### src/rtl/core/linked_list_engine_assert.svh
// Assertion macros shared by the linked list engine modules.
`ifndef LINKED_LIST_ENGINE_ASSERT_SVH
`define LINKED_LIST_ENGINE_ASSERT_SVH

// The consequent must hold in the same cycle as the antecedent.
`define LLE_ASSERT_SAME(label, clk, rst_n, ante, cons) \
  label: assert property (@(posedge clk) disable iff (!rst_n) (ante) |-> (cons)) \
    else $error("linked list engine check failed");

// The consequent must hold in the cycle after the antecedent.
`define LLE_ASSERT_NEXT(label, clk, rst_n, ante, cons) \
  label: assert property (@(posedge clk) disable iff (!rst_n) (ante) |=> (cons)) \
    else $error("linked list engine check failed");

`endif

### src/rtl/core/llist_pkg.sv
// Types, codes and field widths shared by the linked list engine.
package llist_pkg;

  // Field widths of the item and result channels.
  localparam int FUNC_W    = 2;
  localparam int VALUE_W   = 32;
  localparam int STATUS_W  = 2;
  localparam int POS_W     = 4;
  localparam int LEN_OUT_W = 5;

  // Operation codes carried by an input item.
  typedef enum logic [FUNC_W-1:0] {
    FN_ADD    = 2'd0,
    FN_FIND   = 2'd1,
    FN_INSERT = 2'd2,
    FN_DELETE = 2'd3
  } func_t;

  // Status codes carried by a result item.
  typedef enum logic [STATUS_W-1:0] {
    ST_DONE = 2'd0,
    ST_FULL = 2'd1,
    ST_MISS = 2'd2
  } status_t;

  // Controller states.
  typedef enum logic [3:0] {
    S_INIT,
    S_IDLE,
    S_DISPATCH,
    S_LINK,
    S_INS_NEXT,
    S_INS_CUR,
    S_WALK,
    S_DEL_FREE,
    S_DONE
  } state_t;

  // Commands from the controller to the datapath.
  typedef struct packed {
    logic init_step;
    logic accept;
    logic rd_free;
    logic rd_head;
    logic rd_cursor;
    logic set_full;
    logic set_miss;
    logic clr_cursor;
    logic link;
    logic link_front;
    logic ins_next;
    logic ins_cur;
    logic walk;
    logic hit_find;
    logic hit_del;
    logic del_free;
    logic load_out;
  } cmd_t;

  // Status from the datapath to the controller.
  typedef struct packed {
    func_t func;
    logic  init_last;
    logic  full;
    logic  empty;
    logic  hit;
    logic  last;
    logic  cursor_valid;
  } stat_t;

endpackage

### src/rtl/core/llist_if.sv
// Valid/ready channel interfaces for the items and results of the linked list engine.
interface llist_in_if;
  logic                                   valid;
  logic                                   ready;
  logic        [llist_pkg::FUNC_W-1:0]    func;
  logic signed [llist_pkg::VALUE_W-1:0]   value;

  modport source (output valid, output func, output value, input ready);
  modport sink   (input valid, input func, input value, output ready);
endinterface

interface llist_out_if;
  logic                                valid;
  logic                                ready;
  logic [llist_pkg::STATUS_W-1:0]      status;
  logic                                found;
  logic [llist_pkg::POS_W-1:0]         position;
  logic [llist_pkg::LEN_OUT_W-1:0]     length;

  modport source (output valid, output status, output found, output position,
                  output length, input ready);
  modport sink   (input valid, input status, input found, input position,
                  input length, output ready);
endinterface

### src/rtl/core/llist_ram.sv
// Generic single write port, single read port RAM with registered read data.
module llist_ram #(
  parameter int WIDTH = 32,
  parameter int DEPTH = 16
) (
  input  logic                     clk,
  input  logic                     we,
  input  logic [$clog2(DEPTH)-1:0] waddr,
  input  logic [WIDTH-1:0]         wdata,
  input  logic [$clog2(DEPTH)-1:0] raddr,
  output logic [WIDTH-1:0]         rdata
);

  logic [WIDTH-1:0] mem_r [DEPTH];
  logic [WIDTH-1:0] rdata_r;

  // Write first in program order; a read of the same address returns the old word.
  always_ff @(posedge clk) begin
    if (we) begin
      mem_r[waddr] <= wdata;
    end
    rdata_r <= mem_r[raddr];
  end

  assign rdata = rdata_r;

endmodule

### src/rtl/core/llist_ctrl.sv
// Controller state machine of the linked list engine.
`include "linked_list_engine_assert.svh"

module llist_ctrl (
  input  logic              clk,
  input  logic              rst_n,
  input  logic              in_valid,
  output logic              in_ready,
  output logic              out_valid,
  input  logic              out_ready,
  input  llist_pkg::stat_t  stat,
  output llist_pkg::cmd_t   cmd
);

  llist_pkg::state_t state_r, state_nxt;
  logic              out_valid_r, out_valid_nxt;
  logic              out_free;

  assign in_ready  = (state_r == llist_pkg::S_IDLE);
  assign out_valid = out_valid_r;
  assign out_free  = !out_valid_r || out_ready;

  // Next state.
  always_comb begin
    state_nxt = state_r;
    case (state_r)
      llist_pkg::S_INIT: begin
        if (stat.init_last) state_nxt = llist_pkg::S_IDLE;
      end
      llist_pkg::S_IDLE: begin
        if (in_valid) state_nxt = llist_pkg::S_DISPATCH;
      end
      llist_pkg::S_DISPATCH: begin
        case (stat.func)
          llist_pkg::FN_ADD, llist_pkg::FN_INSERT: begin
            state_nxt = stat.full ? llist_pkg::S_DONE : llist_pkg::S_LINK;
          end
          llist_pkg::FN_FIND, llist_pkg::FN_DELETE: begin
            state_nxt = stat.empty ? llist_pkg::S_DONE : llist_pkg::S_WALK;
          end
          default: state_nxt = llist_pkg::S_DONE;
        endcase
      end
      llist_pkg::S_LINK: begin
        if (stat.func == llist_pkg::FN_ADD || !stat.cursor_valid) begin
          state_nxt = llist_pkg::S_DONE;
        end else begin
          state_nxt = llist_pkg::S_INS_NEXT;
        end
      end
      llist_pkg::S_INS_NEXT: state_nxt = llist_pkg::S_INS_CUR;
      llist_pkg::S_INS_CUR:  state_nxt = llist_pkg::S_DONE;
      llist_pkg::S_WALK: begin
        if (stat.hit) begin
          state_nxt = (stat.func == llist_pkg::FN_DELETE) ? llist_pkg::S_DEL_FREE
                                                          : llist_pkg::S_DONE;
        end else if (stat.last) begin
          state_nxt = llist_pkg::S_DONE;
        end
      end
      llist_pkg::S_DEL_FREE: state_nxt = llist_pkg::S_DONE;
      llist_pkg::S_DONE: begin
        if (out_free) state_nxt = llist_pkg::S_IDLE;
      end
      default: state_nxt = llist_pkg::S_INIT;
    endcase
  end

  // Commands to the datapath.
  always_comb begin
    cmd = '0;
    case (state_r)
      llist_pkg::S_INIT: cmd.init_step = 1'b1;
      llist_pkg::S_IDLE: cmd.accept = in_valid;
      llist_pkg::S_DISPATCH: begin
        case (stat.func)
          llist_pkg::FN_ADD, llist_pkg::FN_INSERT: begin
            cmd.set_full = stat.full;
            cmd.rd_free  = !stat.full;
          end
          llist_pkg::FN_FIND: begin
            cmd.set_miss   = stat.empty;
            cmd.clr_cursor = stat.empty;
            cmd.rd_head    = !stat.empty;
          end
          llist_pkg::FN_DELETE: begin
            cmd.set_miss = stat.empty;
            cmd.rd_head  = !stat.empty;
          end
          default: cmd.set_miss = 1'b1;
        endcase
      end
      llist_pkg::S_LINK: begin
        cmd.link = 1'b1;
        if (stat.func == llist_pkg::FN_ADD || !stat.cursor_valid) begin
          cmd.link_front = 1'b1;
        end else begin
          cmd.rd_cursor = 1'b1;
        end
      end
      llist_pkg::S_INS_NEXT: cmd.ins_next = 1'b1;
      llist_pkg::S_INS_CUR:  cmd.ins_cur  = 1'b1;
      llist_pkg::S_WALK: begin
        if (stat.hit) begin
          cmd.hit_find = (stat.func == llist_pkg::FN_FIND);
          cmd.hit_del  = (stat.func == llist_pkg::FN_DELETE);
        end else if (stat.last) begin
          cmd.set_miss   = 1'b1;
          cmd.clr_cursor = (stat.func == llist_pkg::FN_FIND);
        end else begin
          cmd.walk = 1'b1;
        end
      end
      llist_pkg::S_DEL_FREE: cmd.del_free = 1'b1;
      llist_pkg::S_DONE:     cmd.load_out = out_free;
      default: cmd = '0;
    endcase
  end

  // The result register stays full until the sink takes the item.
  always_comb begin
    if (cmd.load_out) begin
      out_valid_nxt = 1'b1;
    end else if (out_ready) begin
      out_valid_nxt = 1'b0;
    end else begin
      out_valid_nxt = out_valid_r;
    end
  end

  always_ff @(posedge clk) begin
    if (!rst_n) begin
      state_r     <= llist_pkg::S_INIT;
      out_valid_r <= 1'b0;
    end else begin
      state_r     <= state_nxt;
      out_valid_r <= out_valid_nxt;
    end
  end

  // At most one next-pointer write is commanded in any cycle.
  `LLE_ASSERT_SAME(a_one_link_write, clk, rst_n, 1'b1, $onehot0({cmd.init_step, cmd.link_front, cmd.ins_next, cmd.ins_cur, cmd.hit_del, cmd.del_free}))
  // A walk that matched does not step on to the next node.
  `LLE_ASSERT_SAME(a_hit_stops_walk, clk, rst_n, state_r == llist_pkg::S_WALK && stat.hit, !cmd.walk)
  // Handing over a result returns the controller to idle.
  `LLE_ASSERT_NEXT(a_done_to_idle, clk, rst_n, cmd.load_out, state_r == llist_pkg::S_IDLE && out_valid_r)

endmodule

### src/rtl/core/llist_dp.sv
// Datapath of the linked list engine: node pool memories, list pointers and result registers.
`include "linked_list_engine_assert.svh"

module llist_dp #(
  parameter int POOL_DEPTH = 16,
  parameter int DATA_WIDTH = 32
) (
  input  logic                                    clk,
  input  logic                                    rst_n,
  input  llist_pkg::cmd_t                         cmd,
  output llist_pkg::stat_t                        stat,
  input  logic        [llist_pkg::FUNC_W-1:0]     in_func,
  input  logic signed [llist_pkg::VALUE_W-1:0]    in_value,
  output logic        [llist_pkg::STATUS_W-1:0]   out_status,
  output logic                                    out_found,
  output logic        [llist_pkg::POS_W-1:0]      out_position,
  output logic        [llist_pkg::LEN_OUT_W-1:0]  out_length
);

  localparam int IDX_W = $clog2(POOL_DEPTH);
  localparam int LEN_W = $clog2(POOL_DEPTH + 1);

  // List state.
  logic [IDX_W-1:0]      head_r, free_r, cursor_r;
  logic                  cursor_valid_r;
  logic [LEN_W-1:0]      len_r;
  logic [IDX_W-1:0]      init_cnt_r;

  // Per-item working registers.
  llist_pkg::func_t      func_r;
  logic [DATA_WIDTH-1:0] value_r;
  logic [IDX_W-1:0]      cur_r, prev_r, alloc_r, pos_r;
  logic                  prev_valid_r;
  llist_pkg::status_t    res_status_r;
  logic                  res_found_r;

  // Result payload registers.
  logic [llist_pkg::STATUS_W-1:0]  out_status_r;
  logic                            out_found_r;
  logic [llist_pkg::POS_W-1:0]     out_position_r;
  logic [llist_pkg::LEN_OUT_W-1:0] out_length_r;

  // Memory ports.
  logic [IDX_W-1:0]      raddr;
  logic                  val_we;
  logic [DATA_WIDTH-1:0] rd_val;
  logic                  nxt_we;
  logic [IDX_W-1:0]      nxt_waddr, nxt_wdata, rd_next;
  logic                  init_last;

  assign init_last = (init_cnt_r == IDX_W'(POOL_DEPTH - 1));

  // Node values and next pointers share one read address.
  llist_ram #(.WIDTH(DATA_WIDTH), .DEPTH(POOL_DEPTH)) u_val_ram (
    .clk   (clk),
    .we    (val_we),
    .waddr (free_r),
    .wdata (value_r),
    .raddr (raddr),
    .rdata (rd_val)
  );

  llist_ram #(.WIDTH(IDX_W), .DEPTH(POOL_DEPTH)) u_next_ram (
    .clk   (clk),
    .we    (nxt_we),
    .waddr (nxt_waddr),
    .wdata (nxt_wdata),
    .raddr (raddr),
    .rdata (rd_next)
  );

  // Read address: a walk follows the pointer that the memory just returned.
  always_comb begin
    if (cmd.rd_free) begin
      raddr = free_r;
    end else if (cmd.rd_head) begin
      raddr = head_r;
    end else if (cmd.rd_cursor) begin
      raddr = cursor_r;
    end else if (cmd.walk) begin
      raddr = rd_next;
    end else begin
      raddr = cur_r;
    end
  end

  assign val_we = cmd.link;

  // Next-pointer write port.
  always_comb begin
    nxt_we    = 1'b1;
    nxt_waddr = cur_r;
    nxt_wdata = free_r;
    if (cmd.init_step) begin
      nxt_waddr = init_cnt_r;
      nxt_wdata = init_last ? '0 : init_cnt_r + IDX_W'(1);
    end else if (cmd.link_front) begin
      nxt_waddr = free_r;
      nxt_wdata = head_r;
    end else if (cmd.ins_next) begin
      nxt_waddr = alloc_r;
      nxt_wdata = rd_next;
    end else if (cmd.ins_cur) begin
      nxt_waddr = cursor_r;
      nxt_wdata = alloc_r;
    end else if (cmd.hit_del && prev_valid_r) begin
      nxt_waddr = prev_r;
      nxt_wdata = rd_next;
    end else if (!cmd.del_free) begin
      nxt_we = 1'b0;
    end
  end

  // Status to the controller.
  always_comb begin
    stat.func         = func_r;
    stat.init_last    = init_last;
    stat.full         = (len_r == LEN_W'(POOL_DEPTH));
    stat.empty        = (len_r == '0);
    stat.hit          = (rd_val == value_r);
    stat.last         = (LEN_W'(pos_r) + LEN_W'(1) == len_r);
    stat.cursor_valid = cursor_valid_r;
  end

  // List pointers, length and cursor.
  always_ff @(posedge clk) begin
    if (!rst_n) begin
      head_r         <= '0;
      free_r         <= '0;
      cursor_r       <= '0;
      cursor_valid_r <= 1'b0;
      len_r          <= '0;
      init_cnt_r     <= '0;
    end else begin
      if (cmd.init_step) begin
        init_cnt_r <= init_cnt_r + IDX_W'(1);
      end
      if (cmd.link) begin
        free_r <= rd_next;
        len_r  <= len_r + LEN_W'(1);
      end
      if (cmd.link_front) begin
        head_r <= free_r;
      end
      if (cmd.clr_cursor) begin
        cursor_valid_r <= 1'b0;
      end
      if (cmd.hit_find) begin
        cursor_r       <= cur_r;
        cursor_valid_r <= 1'b1;
      end
      if (cmd.hit_del && !prev_valid_r) begin
        head_r <= rd_next;
      end
      if (cmd.del_free) begin
        free_r <= cur_r;
        len_r  <= len_r - LEN_W'(1);
        if (cursor_valid_r && cursor_r == cur_r) begin
          cursor_valid_r <= 1'b0;
        end
      end
    end
  end

  // Working registers of the item in progress.
  always_ff @(posedge clk) begin
    if (cmd.accept) begin
      func_r       <= llist_pkg::func_t'(in_func);
      value_r      <= DATA_WIDTH'(in_value);
      pos_r        <= '0;
      res_status_r <= llist_pkg::ST_DONE;
      res_found_r  <= 1'b0;
    end
    if (cmd.link) begin
      alloc_r <= free_r;
    end
    if (cmd.rd_head) begin
      cur_r        <= head_r;
      prev_valid_r <= 1'b0;
      pos_r        <= '0;
    end
    if (cmd.walk) begin
      cur_r        <= rd_next;
      prev_r       <= cur_r;
      prev_valid_r <= 1'b1;
      pos_r        <= pos_r + IDX_W'(1);
    end
    if (cmd.set_full) begin
      res_status_r <= llist_pkg::ST_FULL;
    end
    if (cmd.set_miss) begin
      res_status_r <= llist_pkg::ST_MISS;
      res_found_r  <= 1'b0;
    end
    if (cmd.hit_find || cmd.hit_del) begin
      res_found_r <= 1'b1;
    end
  end

  // Result item register.
  always_ff @(posedge clk) begin
    if (cmd.load_out) begin
      out_status_r   <= res_status_r;
      out_found_r    <= res_found_r;
      out_position_r <= res_found_r ? llist_pkg::POS_W'(pos_r) : '0;
      out_length_r   <= llist_pkg::LEN_OUT_W'(len_r);
    end
  end

  assign out_status   = out_status_r;
  assign out_found    = out_found_r;
  assign out_position = out_position_r;
  assign out_length   = out_length_r;

  // The list never holds more nodes than the pool.
  `LLE_ASSERT_SAME(a_len_bound, clk, rst_n, 1'b1, len_r <= LEN_W'(POOL_DEPTH))
  // A node is taken from the pool only while the pool has one to give.
  `LLE_ASSERT_SAME(a_link_not_full, clk, rst_n, cmd.link, len_r != LEN_W'(POOL_DEPTH))
  // A node is freed only from a list that holds one.
  `LLE_ASSERT_SAME(a_free_not_empty, clk, rst_n, cmd.del_free, len_r != '0)

endmodule

### src/rtl/core/linked_list_engine.sv
// Top level of the linked list engine: controller, datapath and channel wiring.
//
// The engine keeps a singly linked list of values in a pool of POOL_DEPTH nodes and takes
// one item at a time; each item yields one result. Add links the new node at the front;
// insert links it after the cursor when there is one, else at the front. An add or insert
// into a full pool is refused. Find and delete walk from the front and visit at most the
// list length of nodes, and a delete that matches then returns the node to the pool. The
// walk reads one node per cycle from the node memories, whose single read port sets that
// figure. A new item is accepted while the previous result still waits in the output
// register; a result that the sink does not take holds up the item after it. After reset
// the engine builds the free chain and accepts no item until that pass ends.
module linked_list_engine #(
  parameter int POOL_DEPTH = 16,
  parameter int DATA_WIDTH = 32
) (
  input  logic               clk,
  input  logic               rst_n,
  llist_in_if.sink           in_chan,
  llist_out_if.source        out_chan
);

  llist_pkg::cmd_t  cmd;
  llist_pkg::stat_t stat;

  // Sequencing of each item.
  llist_ctrl u_ctrl (
    .clk       (clk),
    .rst_n     (rst_n),
    .in_valid  (in_chan.valid),
    .in_ready  (in_chan.ready),
    .out_valid (out_chan.valid),
    .out_ready (out_chan.ready),
    .stat      (stat),
    .cmd       (cmd)
  );

  // Node pool, pointers and result payload.
  llist_dp #(
    .POOL_DEPTH (POOL_DEPTH),
    .DATA_WIDTH (DATA_WIDTH)
  ) u_dp (
    .clk          (clk),
    .rst_n        (rst_n),
    .cmd          (cmd),
    .stat         (stat),
    .in_func      (in_chan.func),
    .in_value     (in_chan.value),
    .out_status   (out_chan.status),
    .out_found    (out_chan.found),
    .out_position (out_chan.position),
    .out_length   (out_chan.length)
  );

endmodule

### src/flat_wrapper.sv
// flat-port wrapper written by rule: the top's interface ports become plain ports
module linked_list_engine_flat 
#(
  parameter int POOL_DEPTH = 16,
  parameter int DATA_WIDTH = 32
)
  (clk, rst_n, in_chan_valid, in_chan_func, in_chan_value, in_chan_ready, out_chan_valid, out_chan_status, out_chan_found, out_chan_position, out_chan_length, out_chan_ready);
  llist_in_if in_chan_i ();
  llist_out_if out_chan_i ();
  input  logic clk;
  input  logic rst_n;
  input wire logic [$bits(in_chan_i.valid)-1:0] in_chan_valid;
  input wire logic [$bits(in_chan_i.func)-1:0] in_chan_func;
  input wire logic [$bits(in_chan_i.value)-1:0] in_chan_value;
  output wire logic [$bits(in_chan_i.ready)-1:0] in_chan_ready;
  output wire logic [$bits(out_chan_i.valid)-1:0] out_chan_valid;
  output wire logic [$bits(out_chan_i.status)-1:0] out_chan_status;
  output wire logic [$bits(out_chan_i.found)-1:0] out_chan_found;
  output wire logic [$bits(out_chan_i.position)-1:0] out_chan_position;
  output wire logic [$bits(out_chan_i.length)-1:0] out_chan_length;
  input wire logic [$bits(out_chan_i.ready)-1:0] out_chan_ready;
  assign in_chan_i.valid = in_chan_valid;
  assign in_chan_i.func = in_chan_func;
  assign in_chan_i.value = in_chan_value;
  assign in_chan_ready = in_chan_i.ready;
  assign out_chan_valid = out_chan_i.valid;
  assign out_chan_status = out_chan_i.status;
  assign out_chan_found = out_chan_i.found;
  assign out_chan_position = out_chan_i.position;
  assign out_chan_length = out_chan_i.length;
  assign out_chan_i.ready = out_chan_ready;
  linked_list_engine #(.POOL_DEPTH(POOL_DEPTH), .DATA_WIDTH(DATA_WIDTH)) u_core (.clk(clk), .rst_n(rst_n), .in_chan(in_chan_i), .out_chan(out_chan_i));
endmodule
### config.mk
export PLATFORM = sky130hd
export DESIGN_NAME = linked_list_engine_flat
export DESIGN_NICKNAME = d
export VERILOG_FILES = /design/src/rtl/core/llist_pkg.sv /design/src/rtl/core/llist_if.sv /design/src/rtl/core/llist_ram.sv /design/src/rtl/core/llist_ctrl.sv /design/src/rtl/core/llist_dp.sv /design/src/rtl/core/linked_list_engine.sv /design/src/flat_wrapper.sv
export VERILOG_INCLUDE_DIRS = /design/src /design/src/rtl/core
export SDC_FILE = /design/constraint.sdc
export NUM_CORES = 1
export LEC_CHECK = 0
export ABC_AREA = 1
export BUFFER_PORTS_ARGS = -buffer_cell sky130_fd_sc_hd__buf_2
export CORE_AREA = 4 4 242 244
export CTS_CLUSTER_SIZE = 10
export DETAILED_ROUTE_END_ITERATION = 8
export DIE_AREA = 0 0 246 248
export PLACE_DENSITY = 0.71
export SYNTH_ARGS = -nofsm -noshare
export SYNTH_HDL_FRONTEND = slang
export SYNTH_HIERARCHICAL = 1
export SYNTH_SLANG_ARGS = --single-unit
### constraint.sdc
create_clock -name clk -period 5.6 [get_ports clk]
set_clock_uncertainty 0.2 [all_clocks]
set_input_delay 0.56 -clock clk [delete_from_list [all_inputs] [get_ports clk]]
set_output_delay 0.56 -clock clk [all_outputs]
set_load 0.01 [all_outputs]
==> impl_metrics.env <==
export IMPL_outcome="complete, no violations"
export IMPL_die_x_um=246
export IMPL_fill_cells=4501
export IMPL_vias_in_the_first_global_route=20900
export IMPL_setup_worst_path_start_class="flop"
export IMPL_antenna_cells=0
export IMPL_number_of_pins_exceeding_their_max_slew_limit_in_the_final_report=0
export IMPL_synthFlopType="sky130_fd_sc_hd__edfxtp_1"
export IMPL_timing_hold_violations_final=0
export IMPL_design_portCount=52
export IMPL_gpl_final_weighted_congestion=0.871
export IMPL_synth_top_cell_area_share_pct=62.3
export IMPL_grt_pass1_wl_um=115000
export IMPL_numCtsBuffers=82
export IMPL_clock_tree_buffer_depth=3
export IMPL_clock_latency_ns=0.63
export IMPL_worst_setup_hold_path_clk_slew_ns=0.06
export IMPL_cell_with_the_most_instances_after_synthesis="sky130_fd_sc_hd__nand2_1"
export IMPL_finalSetupViolations=0
export IMPL_hold_path_class="in2reg"
export IMPL_drt_pass1_iterations=6
export IMPL_placement_rows=87
export IMPL_rsz_0062_raised_after_global_routing="no"
export IMPL_timing_rr_start="u_core/u_dp/value_r[17]"
export IMPL_placeableCoreArea_mm2=0.0563
export IMPL_global_route_usage_total_pct=24.5
export IMPL_power_per_cell_area_mw_per_mm2=310
export IMPL_worstPathMaxFanout=144
export IMPL_detailed_place_hpwl_um=40100
export IMPL_cts_hold_buffers=34
export IMPL_syn_area_mm2=0.0308
export IMPL_ir_drop_uv=285
export IMPL_max_cap_viol_count=0
export IMPL_wirelength_um=73800
export IMPL_grt_start_max_net_pins=146
export IMPL_critPathRequiredTime_ns=5.92
export IMPL_chip_height_um=248
export IMPL_antenna_found_initial=0
export IMPL_tritoncts="yes"
export IMPL_cp_startpoint="u_core/u_dp/value_r[17]"
export IMPL_beginning_of_the_worst_hold_path="out_chan_ready"
export IMPL_critPathKind="reg2reg"
export IMPL_maxSlewHeadroom_pct=17.3
export IMPL_register_area_mm2=0.0205
export IMPL_worstMarginPinSlew_ns=1.24
export IMPL_hold_slack_ns=0.0696
export IMPL_cts_htree_levels=3
export IMPL_synth_net_count=3114
export IMPL_synth_edff_count=638
export IMPL_first_iter_violations=2183
export IMPL_synth_top_area_cell="sky130_fd_sc_hd__edfxtp_1"
export IMPL_post_cts_repair_setup_buffers=0
export IMPL_multiInputGateArea_mm2=0.00742
export IMPL_root_buffer="sky130_fd_sc_hd__clkbuf_16"
export IMPL_wl_per_cell_um=18.5
export IMPL_portion_of_the_post_synthesis_area_used_by_sequential_elements_pct=66.6
export IMPL_power_leakage_nw=14.8
export IMPL_ant_nets=0
export IMPL_drt_vias_per_instance=5.32
export IMPL_yosys_top_cells_area="sky130_fd_sc_hd__edfxtp_1 (62%), sky130_fd_sc_hd__nand2_1 (12%), sky130_fd_sc_hd__nand3_1 (7.4%)"
export IMPL_cp_data_arrival_time_ns=5.38
export IMPL_post_synth_most_frequent_cells="sky130_fd_sc_hd__nand2_1 (945), sky130_fd_sc_hd__edfxtp_1 (638), sky130_fd_sc_hd__inv_1 (552)"
export IMPL_end_kind="flop"
export IMPL_num_nets_final=3206
export IMPL_layout_area_growth_over_synthesis_pct=12.3
export IMPL_yosys_register_bits=705
export IMPL_synth_warnings=6
export IMPL_final_layout_size_suffix_gt1_share_pct=7.75
export IMPL_tns_ns=0
export IMPL_fmax_mhz=198
export IMPL_start_util_pct=54.7
export IMPL_cts_num_sinks=705
export IMPL_placement_io_buffers=51
export IMPL_vias=21200
export IMPL_async_flop_share_pct=0
export IMPL_netlist_cell_type_count=43
export IMPL_floorplan_die_area_mm2=0.0610
export IMPL_cts_resized=0
export IMPL_synth_avg_cell_area_um2=10.0
export IMPL_post_layout_min_period_ns=5.06
export IMPL_synthesis_instances=3070
export IMPL_final_period_utilization_pct=90.3
export IMPL_drcViolationCount=0
export IMPL_overflow=0
==> worst paths after layout <==
path,to,cells past startpoint,slack (ns)
hold reg to reg,u_core/u_dp/out_status[1],0,0.26
hold / removal,u_core/u_ctrl/out_valid,4,0.07
setup reg to reg,u_core/u_dp/u_val_ram/rdata[17],21,0.54
setup / recovery,u_core/u_dp/u_val_ram/rdata[17],21,0.54
==> cell type report <==
class                   instances  share of cell area (%)
clock buffers                 139                    6.89
clock inverters                 7                   0.228
inverters                     566                    6.20
multi-input cells            1671                    21.5
flip-flops and latches        705                    59.4
well taps                     756                    2.74
repair buffers                136                    3.09
==> cell families after synthesis <==
family	Yosys count	share of synthesized area (%)
DFF	705	66.6
buffers and inverters	694	9.79
adders and majority gates	6	0.268
xor gates and xnor gates	8	0.228
AOI/OAI and AO/OA	107	1.93
and+or+nand+nor	1550	21.1
==> placed cells by master, fill, tap and decap left out, types with 6 or more instances in the layout <==
cell type	instances
sky130_fd_sc_hd__edfxtp_1	638
sky130_fd_sc_hd__a22oi_1	6
sky130_fd_sc_hd__nand4_1	6
sky130_fd_sc_hd__buf_2	51
sky130_fd_sc_hd__a21oi_1	41
sky130_fd_sc_hd__dlygate4sd3_1	34
sky130_fd_sc_hd__nor2_1	102
sky130_fd_sc_hd__inv_2	11
sky130_fd_sc_hd__nand2_1	945
sky130_fd_sc_hd__xor2_1	6
sky130_fd_sc_hd__clkbuf_1	49
sky130_fd_sc_hd__dfxtp_1	67
sky130_fd_sc_hd__buf_12	7
sky130_fd_sc_hd__nand3_1	453
sky130_fd_sc_hd__inv_1	550
sky130_fd_sc_hd__o21ai_1	18
sky130_fd_sc_hd__nor2_4	22
sky130_fd_sc_hd__o21ai_0	22
sky130_fd_sc_hd__clkbuf_16	85
sky130_fd_sc_hd__buf_4	44
==> routing by layer <==
layer | wire [um] | vias to the layer above | part of all wire [%] | global-route usage [%]
li1 | - | 10100 | - | -
met3 | 5660 | 156 | 7.7 | 4.21
met4 | 2080 | 0 | 2.8 | 8.51
met1 | 30300 | 10100 | 41 | 32.6
met2 | 35800 | 852 | 48 | 41.0
met5 | 0 | - | 0 | 0
==> where the power goes <==
| group | internal, mW | switching [mW] | total, mW |
|---|---|---|---|
| logic | 0.0380 | 0.0543 | 0.0923 |
| registers | 5.70 | 0.0113 | 5.71 |
| clock network | 2.88 | 2.02 | 4.90 |
==> sequential cells by signal, indices dropped and copies added, names as in the netlist, 5 cells and up <==
| name | count |
|---|---|
| u_core/u_dp/u_next_ram/mem_r | 64 |
| u_core/u_dp/u_val_ram/rdata | 32 |
| u_core/u_dp/value_r | 32 |
| u_core/u_dp/u_val_ram/mem_r | 512 |
| u_core/u_dp/len_r | 5 |
| u_core/u_dp/out_length | 5 |
==> through the flow <==
stage	cell area, um^2	std cells	power (mW)	worst slack (ns)	utilization (%)
5_1_grt	34500	3980	11.0	0.149	61.4
3_3_place_gp	31700	3800	5.89	0.728	56.4
6_report	34500	3980	10.7	0.542	61.4
2_1_floorplan	30800	3070	5.85	2.40	-
3_5_place_dp	31700	3800	5.89	0.650	56.4
4_1_cts	34500	3980	10.8	0.637	61.4
==> worst max-delay path: stages (launching register included) <==
cell and delay, ns:
sky130_fd_sc_hd__edfxtp_1 0.70, sky130_fd_sc_hd__inv_1 0.09, sky130_fd_sc_hd__nand2_1 0.08, sky130_fd_sc_hd__nand2_1 0.06
sky130_fd_sc_hd__nor2_1 0.17, sky130_fd_sc_hd__nand2_1 0.15, sky130_fd_sc_hd__nor2_1 0.21, sky130_fd_sc_hd__nand2_1 0.09
sky130_fd_sc_hd__nor2_1 0.49, sky130_fd_sc_hd__nor2_1 0.17, sky130_fd_sc_hd__nand2_4 0.13, sky130_fd_sc_hd__inv_1 0.24
sky130_fd_sc_hd__o21ai_1 0.21, sky130_fd_sc_hd__o211ai_1 0.14, sky130_fd_sc_hd__a21oi_4 0.26, sky130_fd_sc_hd__buf_12 0.55
sky130_fd_sc_hd__buf_4 0.43, sky130_fd_sc_hd__nand2_1 0.09, sky130_fd_sc_hd__nand3_1 0.10, sky130_fd_sc_hd__nand3_1 0.10
sky130_fd_sc_hd__nand3_1 0.13, sky130_fd_sc_hd__nand2_1 0.06
Note: power is estimated with default switching activity, not from simulation.
